### config.mk
export PLATFORM = sky130hd
export DESIGN_NAME = flat_field_white_correction_core
export DESIGN_NICKNAME = d
export VERILOG_FILES = /design/src/hdl/ffwc_pkg.sv /design/src/hdl/ffwc_div.sv /design/src/hdl/flat_field_white_correction_core.sv
export SDC_FILE = /design/constraint.sdc
export NUM_CORES = 2
export LEC_CHECK = 0
export BUFFER_PORTS_ARGS = -buffer_cell sky130_fd_sc_hd__buf_2
export CAP_MARGIN = 20
export CORE_MARGIN = 1.5
export CORE_UTILIZATION = 25
export CTS_BUF_LIST = sky130_fd_sc_hd__clkbuf_4 sky130_fd_sc_hd__clkbuf_8
export DETAILED_ROUTE_END_ITERATION = 7
export GPL_TIMING_DRIVEN = 0
export SYNTH_ARGS = -nofsm -noshare
export SYNTH_HDL_FRONTEND = slang
export SYNTH_SLANG_ARGS = --single-unit
### constraint.sdc
create_clock -name clk_i -period 9.95 [get_ports clk_i]
set_input_delay 2.4875 -clock clk_i [delete_from_list [all_inputs] [get_ports clk_i]]
set_output_delay 2.4875 -clock clk_i [all_outputs]
set_load 0.02 [all_outputs]
### src/hdl/ffwc_pkg.sv
package ffwc_pkg;

  // input word action codes
  typedef enum logic [1:0] {
    ACT_CAL     = 2'd0,
    ACT_CORRECT = 2'd1,
    ACT_CLEAR   = 2'd2
  } ffwc_action_e;

  // sequencer states, one-hot
  typedef enum logic [5:0] {
    ST_IDLE = 6'b000001,
    ST_MIN  = 6'b000010,
    ST_MUL  = 6'b000100,
    ST_LOAD = 6'b001000,
    ST_DIV  = 6'b010000,
    ST_OUT  = 6'b100000
  } ffwc_state_e;

  // divider control from the sequencer
  typedef struct packed {
    logic load;
    logic step;
  } ffwc_div_ctrl_t;

  // channel index of the last multiply
  localparam logic [1:0] ChLast = 2'd2;

endpackage

### src/hdl/ffwc_div.sv
module ffwc_div
  import ffwc_pkg::*;
#(
  parameter int unsigned W = 16
) (
  input  logic                      clk_i,
  input  logic                      rst_ni,
  input  ffwc_div_ctrl_t            ctrl_i,
  input  logic [2:0][2*W-1:0]       prod_i,
  input  logic [2:0][W-1:0]         den_i,
  output logic [2:0][W-1:0]         res_o,
  output logic                      clip_o
);

  logic [2:0][W-1:0] rem_q;
  logic [2:0][W-1:0] lq_q;
  logic [2:0][W-1:0] den_q;
  logic [2:0]        sat_q;

  logic [2:0][W:0]   trial;
  logic [2:0][W:0]   diff;
  logic [2:0]        ge;
  logic [2:0]        sat_d;

  // one restoring step per lane, plus the overflow test on load
  always_comb begin
    for (int i = 0; i < 3; i++) begin
      trial[i] = {rem_q[i], lq_q[i][W-1]};
      ge[i]    = trial[i] >= {1'b0, den_q[i]};
      diff[i]  = trial[i] - {1'b0, den_q[i]};
      // quotient overflows when the high half reaches the divisor (zero divisor too)
      sat_d[i] = prod_i[i][2*W-1:W] >= den_i[i];
    end
  end

  // remainder and shared dividend/quotient shift register
  always_ff @(posedge clk_i) begin
    if (ctrl_i.load) begin
      for (int i = 0; i < 3; i++) begin
        rem_q[i] <= prod_i[i][2*W-1:W];
        lq_q[i]  <= prod_i[i][W-1:0];
        den_q[i] <= den_i[i];
      end
      sat_q <= sat_d;
    end else if (ctrl_i.step) begin
      for (int i = 0; i < 3; i++) begin
        rem_q[i] <= ge[i] ? diff[i][W-1:0] : trial[i][W-1:0];
        lq_q[i]  <= {lq_q[i][W-2:0], ge[i]};
      end
    end
  end

  // saturate to full scale
  always_comb begin
    for (int i = 0; i < 3; i++) begin
      res_o[i] = sat_q[i] ? {W{1'b1}} : lq_q[i];
    end
  end
  assign clip_o = |sat_q;

  // remainder of a live lane stays below its divisor
  a_rem_bound : assert property (@(posedge clk_i) disable iff (!rst_ni)
    ctrl_i.step |-> ((sat_q[0] || rem_q[0] < den_q[0]) &&
                     (sat_q[1] || rem_q[1] < den_q[1]) &&
                     (sat_q[2] || rem_q[2] < den_q[2])))
    else $error("divider remainder out of range");

endmodule

### src/hdl/flat_field_white_correction_core.sv
// channel | direction | handshake              | payload
// in      | input     | in_valid_i / in_ready_o | action_i, pix_*_i, white_*_i
// out     | output    | out_valid_o / out_ready_i | out_r_o, out_g_o, out_b_o, clipped_o
//
// calibrate and clear words leave the input ready; a correct word holds the input
// through min select, three multiplies on one multiplier, divider load,
// SAMPLE_BITS radix-2 steps and the output load, which waits for a free output.
// reset clears the channel maxima.
// the output register frees the input: a new word is taken while a result waits.
module flat_field_white_correction_core
  import ffwc_pkg::*;
#(
  parameter int unsigned SAMPLE_BITS = 16
) (
  input  logic                   clk_i,
  input  logic                   rst_ni,
  input  logic                   in_valid_i,
  output logic                   in_ready_o,
  input  logic [1:0]             action_i,
  input  logic [SAMPLE_BITS-1:0] pix_r_i,
  input  logic [SAMPLE_BITS-1:0] pix_g_i,
  input  logic [SAMPLE_BITS-1:0] pix_b_i,
  input  logic [SAMPLE_BITS-1:0] white_r_i,
  input  logic [SAMPLE_BITS-1:0] white_g_i,
  input  logic [SAMPLE_BITS-1:0] white_b_i,
  output logic                   out_valid_o,
  input  logic                   out_ready_i,
  output logic [SAMPLE_BITS-1:0] out_r_o,
  output logic [SAMPLE_BITS-1:0] out_g_o,
  output logic [SAMPLE_BITS-1:0] out_b_o,
  output logic                   clipped_o
);

  localparam int unsigned W  = SAMPLE_BITS;
  localparam int unsigned CW = $clog2(W);
  localparam logic [CW-1:0] CntLast = CW'(W - 1);

  ffwc_state_e state_q, state_d;
  logic [1:0]    ch_q;
  logic [CW-1:0] cnt_q;

  logic [W-1:0] max_r_q, max_g_q, max_b_q;
  logic [W-1:0] m_q, m_d;
  logic [2:0][W-1:0]   pix_q;
  logic [2:0][W-1:0]   wht_q;
  logic [2:0][2*W-1:0] prod_q;
  logic [2*W-1:0]      mul_res;

  ffwc_div_ctrl_t    div_ctrl;
  logic [2:0][W-1:0] div_res;
  logic              div_clip;

  logic out_valid_q;
  logic [W-1:0] out_r_q, out_g_q, out_b_q;
  logic out_clip_q;

  logic in_acc;
  logic out_free;

  assign in_ready_o = (state_q == ST_IDLE);
  assign in_acc     = in_valid_i && in_ready_o;
  assign out_free   = !out_valid_q || out_ready_i;

  // sequencer next state
  always_comb begin
    state_d = state_q;
    case (state_q)
      ST_IDLE: begin
        if (in_acc && action_i == ACT_CORRECT) state_d = ST_MIN;
      end
      ST_MIN:  state_d = ST_MUL;
      ST_MUL: begin
        if (ch_q == ChLast) state_d = ST_LOAD;
      end
      ST_LOAD: state_d = ST_DIV;
      ST_DIV: begin
        if (cnt_q == CntLast) state_d = ST_OUT;
      end
      ST_OUT: begin
        if (out_free) state_d = ST_IDLE;
      end
      default: state_d = ST_IDLE;
    endcase
  end

  always_ff @(posedge clk_i or negedge rst_ni) begin
    if (!rst_ni) begin
      state_q <= ST_IDLE;
      ch_q    <= '0;
      cnt_q   <= '0;
    end else begin
      state_q <= state_d;
      if (state_q == ST_MUL) ch_q <= (ch_q == ChLast) ? '0 : ch_q + 2'd1;
      if (state_q == ST_DIV) cnt_q <= (cnt_q == CntLast) ? '0 : cnt_q + CW'(1);
    end
  end

  // channel maxima: calibrate raises, clear zeroes
  always_ff @(posedge clk_i or negedge rst_ni) begin
    if (!rst_ni) begin
      max_r_q <= '0;
      max_g_q <= '0;
      max_b_q <= '0;
    end else if (in_acc) begin
      case (action_i)
        ACT_CAL: begin
          if (white_r_i > max_r_q) max_r_q <= white_r_i;
          if (white_g_i > max_g_q) max_g_q <= white_g_i;
          if (white_b_i > max_b_q) max_b_q <= white_b_i;
        end
        ACT_CLEAR: begin
          max_r_q <= '0;
          max_g_q <= '0;
          max_b_q <= '0;
        end
        default: ;
      endcase
    end
  end

  // capture the pixel and white samples of a correct word
  always_ff @(posedge clk_i) begin
    if (in_acc && action_i == ACT_CORRECT) begin
      pix_q <= {pix_b_i, pix_g_i, pix_r_i};
      wht_q <= {white_b_i, white_g_i, white_r_i};
    end
  end

  // least of the three maxima
  always_comb begin
    m_d = max_r_q;
    if (max_g_q < m_d) m_d = max_g_q;
    if (max_b_q < m_d) m_d = max_b_q;
  end

  always_ff @(posedge clk_i) begin
    if (state_q == ST_MIN) m_q <= m_d;
  end

  // one multiplier, one channel per cycle
  assign mul_res = {{W{1'b0}}, pix_q[ch_q]} * {{W{1'b0}}, m_q};

  always_ff @(posedge clk_i) begin
    if (state_q == ST_MUL) prod_q[ch_q] <= mul_res;
  end

  assign div_ctrl.load = (state_q == ST_LOAD);
  assign div_ctrl.step = (state_q == ST_DIV);

  ffwc_div #(
    .W (W)
  ) u_div (
    .clk_i  (clk_i),
    .rst_ni (rst_ni),
    .ctrl_i (div_ctrl),
    .prod_i (prod_q),
    .den_i  (wht_q),
    .res_o  (div_res),
    .clip_o (div_clip)
  );

  // output register
  always_ff @(posedge clk_i or negedge rst_ni) begin
    if (!rst_ni) begin
      out_valid_q <= 1'b0;
    end else if (state_q == ST_OUT && out_free) begin
      out_valid_q <= 1'b1;
    end else if (out_ready_i) begin
      out_valid_q <= 1'b0;
    end
  end

  always_ff @(posedge clk_i) begin
    if (state_q == ST_OUT && out_free) begin
      out_r_q    <= div_res[0];
      out_g_q    <= div_res[1];
      out_b_q    <= div_res[2];
      out_clip_q <= div_clip;
    end
  end

  assign out_valid_o = out_valid_q;
  assign out_r_o     = out_r_q;
  assign out_g_o     = out_g_q;
  assign out_b_o     = out_b_q;
  assign clipped_o   = out_clip_q;

  // a correct word blocks the input on the next cycle
  a_busy_after_correct : assert property (@(posedge clk_i) disable iff (!rst_ni)
    (in_acc && action_i == ACT_CORRECT) |=> !in_ready_o)
    else $error("input ready while correcting");

  // calibrate never lowers a maximum
  a_max_mono : assert property (@(posedge clk_i) disable iff (!rst_ni)
    (in_acc && action_i == ACT_CAL) |=>
      (max_r_q >= $past(max_r_q) && max_g_q >= $past(max_g_q) &&
       max_b_q >= $past(max_b_q)))
    else $error("channel maximum decreased");

  // a new result only comes out of the output state
  a_out_src : assert property (@(posedge clk_i) disable iff (!rst_ni)
    $rose(out_valid_o) |-> $past(state_q == ST_OUT))
    else $error("result word without a finished division");

endmodule

# == Yosys cells after proc, flatten, opt, wreduce, memory -nomap -nowiden ==
# Cells that the tools add are included.
# W data, S select, Z words.
# totals
inputBits,102
regBits,465
output_inout_bits,51
wordCells,111
# op_classes
mul,1
n_reduce_logical,15
n_mux,29
eq_ne,17
order_cmp,13
n_addsub,5
# ops
op,count
$mux W48,4
$mux W16,9
$bwmux W96,1
$pmux W16 S2,3
$demux W32 S2,1
$ge A17 B16 Y1,3
$ge A16 B16 Y1,3
$gt A16 B16 Y1,3
$sub A16 B16 Y16,3
$pmux W6 S6,1
$bmux W16 S2,1
$lt A16 B16 Y1,2
$mul A16 B16 Y32,1
$mux W32,1
$mux W6,4
$reduce_and A3 Y1,3
$ne A2 B2 Y1 const B,4
$eq A6 B1 Y1 const B,1
$eq A6 B2 Y1 const B,1
$eq A6 B3 Y1 const B,1
$eq A6 B4 Y1 const B,1
$eq A6 B5 Y1 const B,1
$eq A6 B6 Y1 const B,1
$ne A2 B1 Y1 const B,3
17 further kinds,24

# == Depth between registers and ports, before layout ==
# depth
word_depth,5
mapped_depth,27
ltp_nobuf,25

# == Cells and area by module ==
# A second synthesis with hierarchy kept.
# unflattened
cells_unflattened,2708
area_unflattened_um2,31208.7
# modules_own_cells
module,cells_each,n_inst,seq_area_each_um2,area_per_inst_um2
flat_field_white_correction_core,1801,1,9245.1,21275.4
ffwc_div,907,1,4414.2,9933.3

# == Worst setup path before layout ==
# OpenSTA, ideal clock, no wires.
# synth_path
kind,input to register
start,in action_i[1]
end,"reg pix_q[0] in the netlist's numbering, enable pin"
setup_time_ns,0.691
path_buffers,1
required_ns,9.259
cell_stages,2
setup_slack_ns,-0.484
t_arrival_ns,9.743
path_cell_list,clkbuf_1 nor3b_1
# synth_between
elab_chain_cells,2
# synth_lines
element,line_no,source
start: declaration,flat_field_white_correction_core.sv:19,"input logic [1:0] action_i,"
$eq A2 B1 Y1,flat_field_white_correction_core.sv:123,if (in_acc && action_i == ACT_CORRECT) begin
$logic_and A1 B1 Y1,flat_field_white_correction_core.sv:123,
end signal: assignment,flat_field_white_correction_core.sv:124,"pix_q <= {pix_b_i, pix_g_i, pix_r_i};"
end: declaration,flat_field_white_correction_core.sv:44,logic [2:0][W-1:0] pix_q;
# Every way passes these cells.
# A chain may end at the register's enable or synchronous reset.

# == Worst setup path in the final report ==
# layout_path
start,reg ch_q[0]
end,"reg prod_q[52] in the netlist's numbering, data pin"
# layout_between
elab_cells_between_ends,9
classes_between,mul: 1; order compare: 2; mux: 5; reduce/logical: 1
# layout_rtl
element,line_no,source
start: declaration,flat_field_white_correction_core.sv:39,logic [1:0] ch_q;
start signal: assignment,flat_field_white_correction_core.sv:93,if (state_q == ST_MUL) ch_q <= (ch_q == ChLast) ? '0 : ch_q + 2'd1;
$bmux W16 S2,flat_field_white_correction_core.sv:141,"assign mul_res = {{W{1'b0}}, pix_q[ch_q]} * {{W{1'b0}}, m_q};"
$mux W16 (implied by the code),flat_field_white_correction_core.sv:141,
$mul A16 B16 Y32,flat_field_white_correction_core.sv:141,
via mul_res[20],flat_field_white_correction_core.sv:47,logic [2*W-1:0] mul_res;
$bwmux W96,flat_field_white_correction_core.sv:144,if (state_q == ST_MUL) prod_q[ch_q] <= mul_res;
end signal: indexed assignment,flat_field_white_correction_core.sv:144,
end: declaration,flat_field_white_correction_core.sv:46,logic [2:0][2*W-1:0] prod_q;
# The timed path passes the listed nets, and every way through them passes these cells. The select of a mux whose other input is x is not followed.

==> summary.md <==
| Metric | Value |
|---|---|
| HPWL Detailed | 67.8 mm |
| Least-Margin Pin Slew | 1.05 ns |
| Postcts setup bufs | 0 |
| Synthesized flop and latch total | 465 |
| Placer Congestion | 0.882 |
| Setup_tns | 0 ns |
| R2r startpoint | ch_q[0] |
| Reg clk slew, reported paths | 0.06 ns |
| Number of global-route vias before repair | 22100 |
| Clk sink count | 465 |
| Final net count | 3680 |
| Drt via density | 4.44 |
| Post-CTS Resized | 0 |
| Syn. warnings | 0 |
| Largest net degree at the start of global routing | 62 |
| Hold Fails Final Rpt | 0 |
| Core area | 124000 µm² |
| GRT Total Usage | 13.5% |
| H-tree levels | 3 |
| R2R Path End | prod_q[52] |
| RSZ-0062 raised after global routing | false |
| Worst-skew pair later-pin latency | 0.77 ns |
| Peak supply drop | 0.000315 V |
| Post-DRT Antenna Nets | 0 |
| Reg2Reg Depth | 25 |
| Starting Density | 25.3% |
| CTS Buf Count | 82 |
| I/O pin cnt | 153 |
| Required @ worst endpoint | 10.33 ns |
| Die X | 357 µm |
| Drt wl/cell | 17.9 µm |
| Status | finished clean |
| Hold EP | u_div.den_q[46] |
| DRC | 0 |
| Total power | 7.80 mW |
| Crit Path Category | reg2reg |
| Net count after synthesis | 3415 |
| Routed wire length | 85.9 mm |
| Iter 0 DRT Violations | 1286 |
| Layout cell share with drive strength beyond 1 | 13.0% |
| Synth cell types | 79 |
| Root Driver | clkbuf_8 |
| HP Start | wht_q[46] |
| Die Span Y | 357 µm |
| Antenna violations before repair | 17 |
| CP arrival | 9.44 ns |
| Period utilisation layout | 91.0% |
| First drt pass iteration count | 6 |
| Async SR Flop Fraction | 13.1% |
| I/O Buffers | 152 |
| CTS max path bufs | 3 |
| Post-synthesis sequential area ratio | 43.6% |
| DR vias | 21300 |
| Gr ovfl total | 0 |
| First-pass GRT wire length | 131 mm |
| Rows | 129 |
| Syn Std Cell Area | 31300 µm² |
| Crit end category | flop |
| CTS tree | yes |
| Area grow syn2layout | 15.7% |
| Hold depth | 0 |
| Leakage | 15.8 nW |
| Crit start category | flop |
| Reg-to-reg slack, setup | 0.89 ns |
| Max Freq | 110 MHz |
| Final setup violation count | 0 |
| Post-CTS Hold Buffers | 0 |
| Max-cap violation count | 0 |
| EDFF count, synth | 404 |
| Die area | 128000 µm² |
| Pwr dens | 215 nW/µm² |
| Syn Inst Count | 2837 |
| Final slew viol count | 0 |
| Crit Path Max Fanout | 10 |
| Avg Cell Area, Syn | 11.0 µm² |
| Min Tclk post-route | 9.06 ns |
| Worst Skew | 0.0838 ns |
| Slew HR | 29.1% |
| Ys flop type | edfxtp_1 |
| Worst Hold Class | reg2reg |
==> synthesized netlist by cell type (50+ instances only) <==
cell type  instances  area [µm²]
dfrtp_1           60        1500
clkbuf_1          63         236
ha_1             279        3490
fa_1             197        3940
a21oi_1          106         531
nand2_1          407        1530
o21ai_0           73         365
mux2i_1          118        1180
edfxtp_1         404       12100
and2_1           120         751
inv_1            398        1490
nor2_1           105         394
or2_2             50         313
==> critical path, cell delays in order (launching register included) <==
cell      delay [ns]
dfrtp_1         0.41
nor2b_1         0.11
clkbuf_1        0.43
clkbuf_1        0.59
nand2_1         0.10
o21ai_1         0.50
clkbuf_1        0.64
nand2_1         0.18
fa_1            0.60
fa_1            0.44
fa_1            0.49
fa_1            0.50
inv_1           0.06
fa_1            0.53
inv_1           0.05
fa_1            0.53
inv_1           0.04
ha_1            0.34
o21ai_0         0.10
nor2_1          0.14
nor2_1          0.08
a31oi_1         0.44
a211o_1         0.41
a21o_1          0.16
a21oi_1         0.07
xnor2_1         0.69
==> through the flow <==
step | hold WS, ns | worst slack [ns] | instances | util [%] | instance area [µm²]
2_1_floorplan | 0.426 | 2.98 | 2837 | - | 31400
3_3_place_gp | 0.432 | 0.452 | 4626 | 27.5 | 34200
3_5_place_dp | 0.434 | 0.853 | 4652 | 27.8 | 34600
4_1_cts | 0.398 | 0.743 | 4797 | 29.2 | 36200
5_1_grt | 0.417 | 0.136 | 4806 | 29.2 | 36300
6_report | 0.420 | 0.894 | 4808 | 29.2 | 36300
==> cell usage in the layout (no fill, tap or decap), types with 42 or more instances in the layout <==
cell type	instances
or2_2	50
a21oi_1	105
nor2_1	105
inv_1	398
clkbuf_1	63
o21ai_0	70
clkbuf_8	87
buf_2	162
and2_1	120
xnor2_1	42
fa_1	197
nand2_1	406
mux2i_1	118
edfxtp_1	404
dfrtp_1	60
ha_1	279
a21o_1	42
==> worst max-delay path by stage <==
| stage | cells past startpoint | end | startpoint | slack (ns) |
|---|---|---|---|---|
| global placement | 3 | pix_q[17] | action_i[1] | 0.45 |
| floorplan | 2 | pix_q[0] | action_i[1] | 2.98 |
| finish | 25 | prod_q[52] | ch_q[0] | 0.89 |
| detailed placement | 25 | prod_q[20] | ch_q[0] | 0.85 |
| global route | 25 | prod_q[31] | ch_q[0] | 0.14 |
| CTS | 25 | prod_q[52] | ch_q[0] | 0.74 |
==> layer usage <==
metal / GRT usage [%] / routed length, µm / vias to the layer above
met5: 0 / 125 / -
met4: 5.31 / 2570 / 20
met3: 2.26 / 4490 / 156
met2: 22.9 / 41400 / 532
met1: 17.1 / 37300 / 10400
li1: - / - / 10200
==> cell type report <==
| cell class | instances | area [µm²] |
|---|---|---|
| Fill cell | 12800 | 87800 |
| Multi-Input combinational cell | 1890 | 15900 |
| Sequential cell | 465 | 13700 |
| Tap cell | 1637 | 2050 |
| Inverter | 399 | 1500 |
| Clock buffer | 114 | 1400 |
| Timing Repair Buffer | 181 | 1140 |
| Buffer | 83 | 379 |
| Clock inverter | 31 | 270 |
| Antenna cell | 8 | 20.0 |
==> where the power goes <==
group / switching (mW) / internal, mW / leakage [nW] / total (mW)
Combinational: 2.20 / 1.15 / 10.5 / 3.35
Sequential: 0.0760 / 2.52 / 4.43 / 2.60
Clock: 0.833 / 1.01 / 0.879 / 1.85
Total: 3.11 / 4.68 / 15.8 / 7.80
==> sequential cells by signal (all words and copies together), names as in the netlist <==
name	cells
ch_q	2
out_b_o	16
max_g_q	16
max_r_q	16
out_g_o	16
wht_q	48
prod_q	96
clipped_o	1
u_div.sat_q	3
state_q	6
cnt_q	4
pix_q	48
u_div.den_q	48
out_r_o	16
max_b_q	16
out_valid_o	1
m_q	16
u_div.lq_q	48
u_div.rem_q	48
==> cells by family (layout without fill, tap and decap cells) <==
family / Yosys count / count (layout) / synth area share (%)
multiplexers: 124 / 124 / 3.98
AND/OR/NAND/NOR: 856 / 856 / 13.1
other: 0 / 8 / 0
buffers and inverters: 482 / 808 / 5.98
adder cells (fa/ha/maj): 476 / 476 / 23.7
AO/OA/AOI/OAI: 378 / 378 / 8.12
flip-flops: 465 / 465 / 43.6
XOR/XNOR: 56 / 56 / 1.56
No activity file was read; power rests on OpenSTA's default activity.
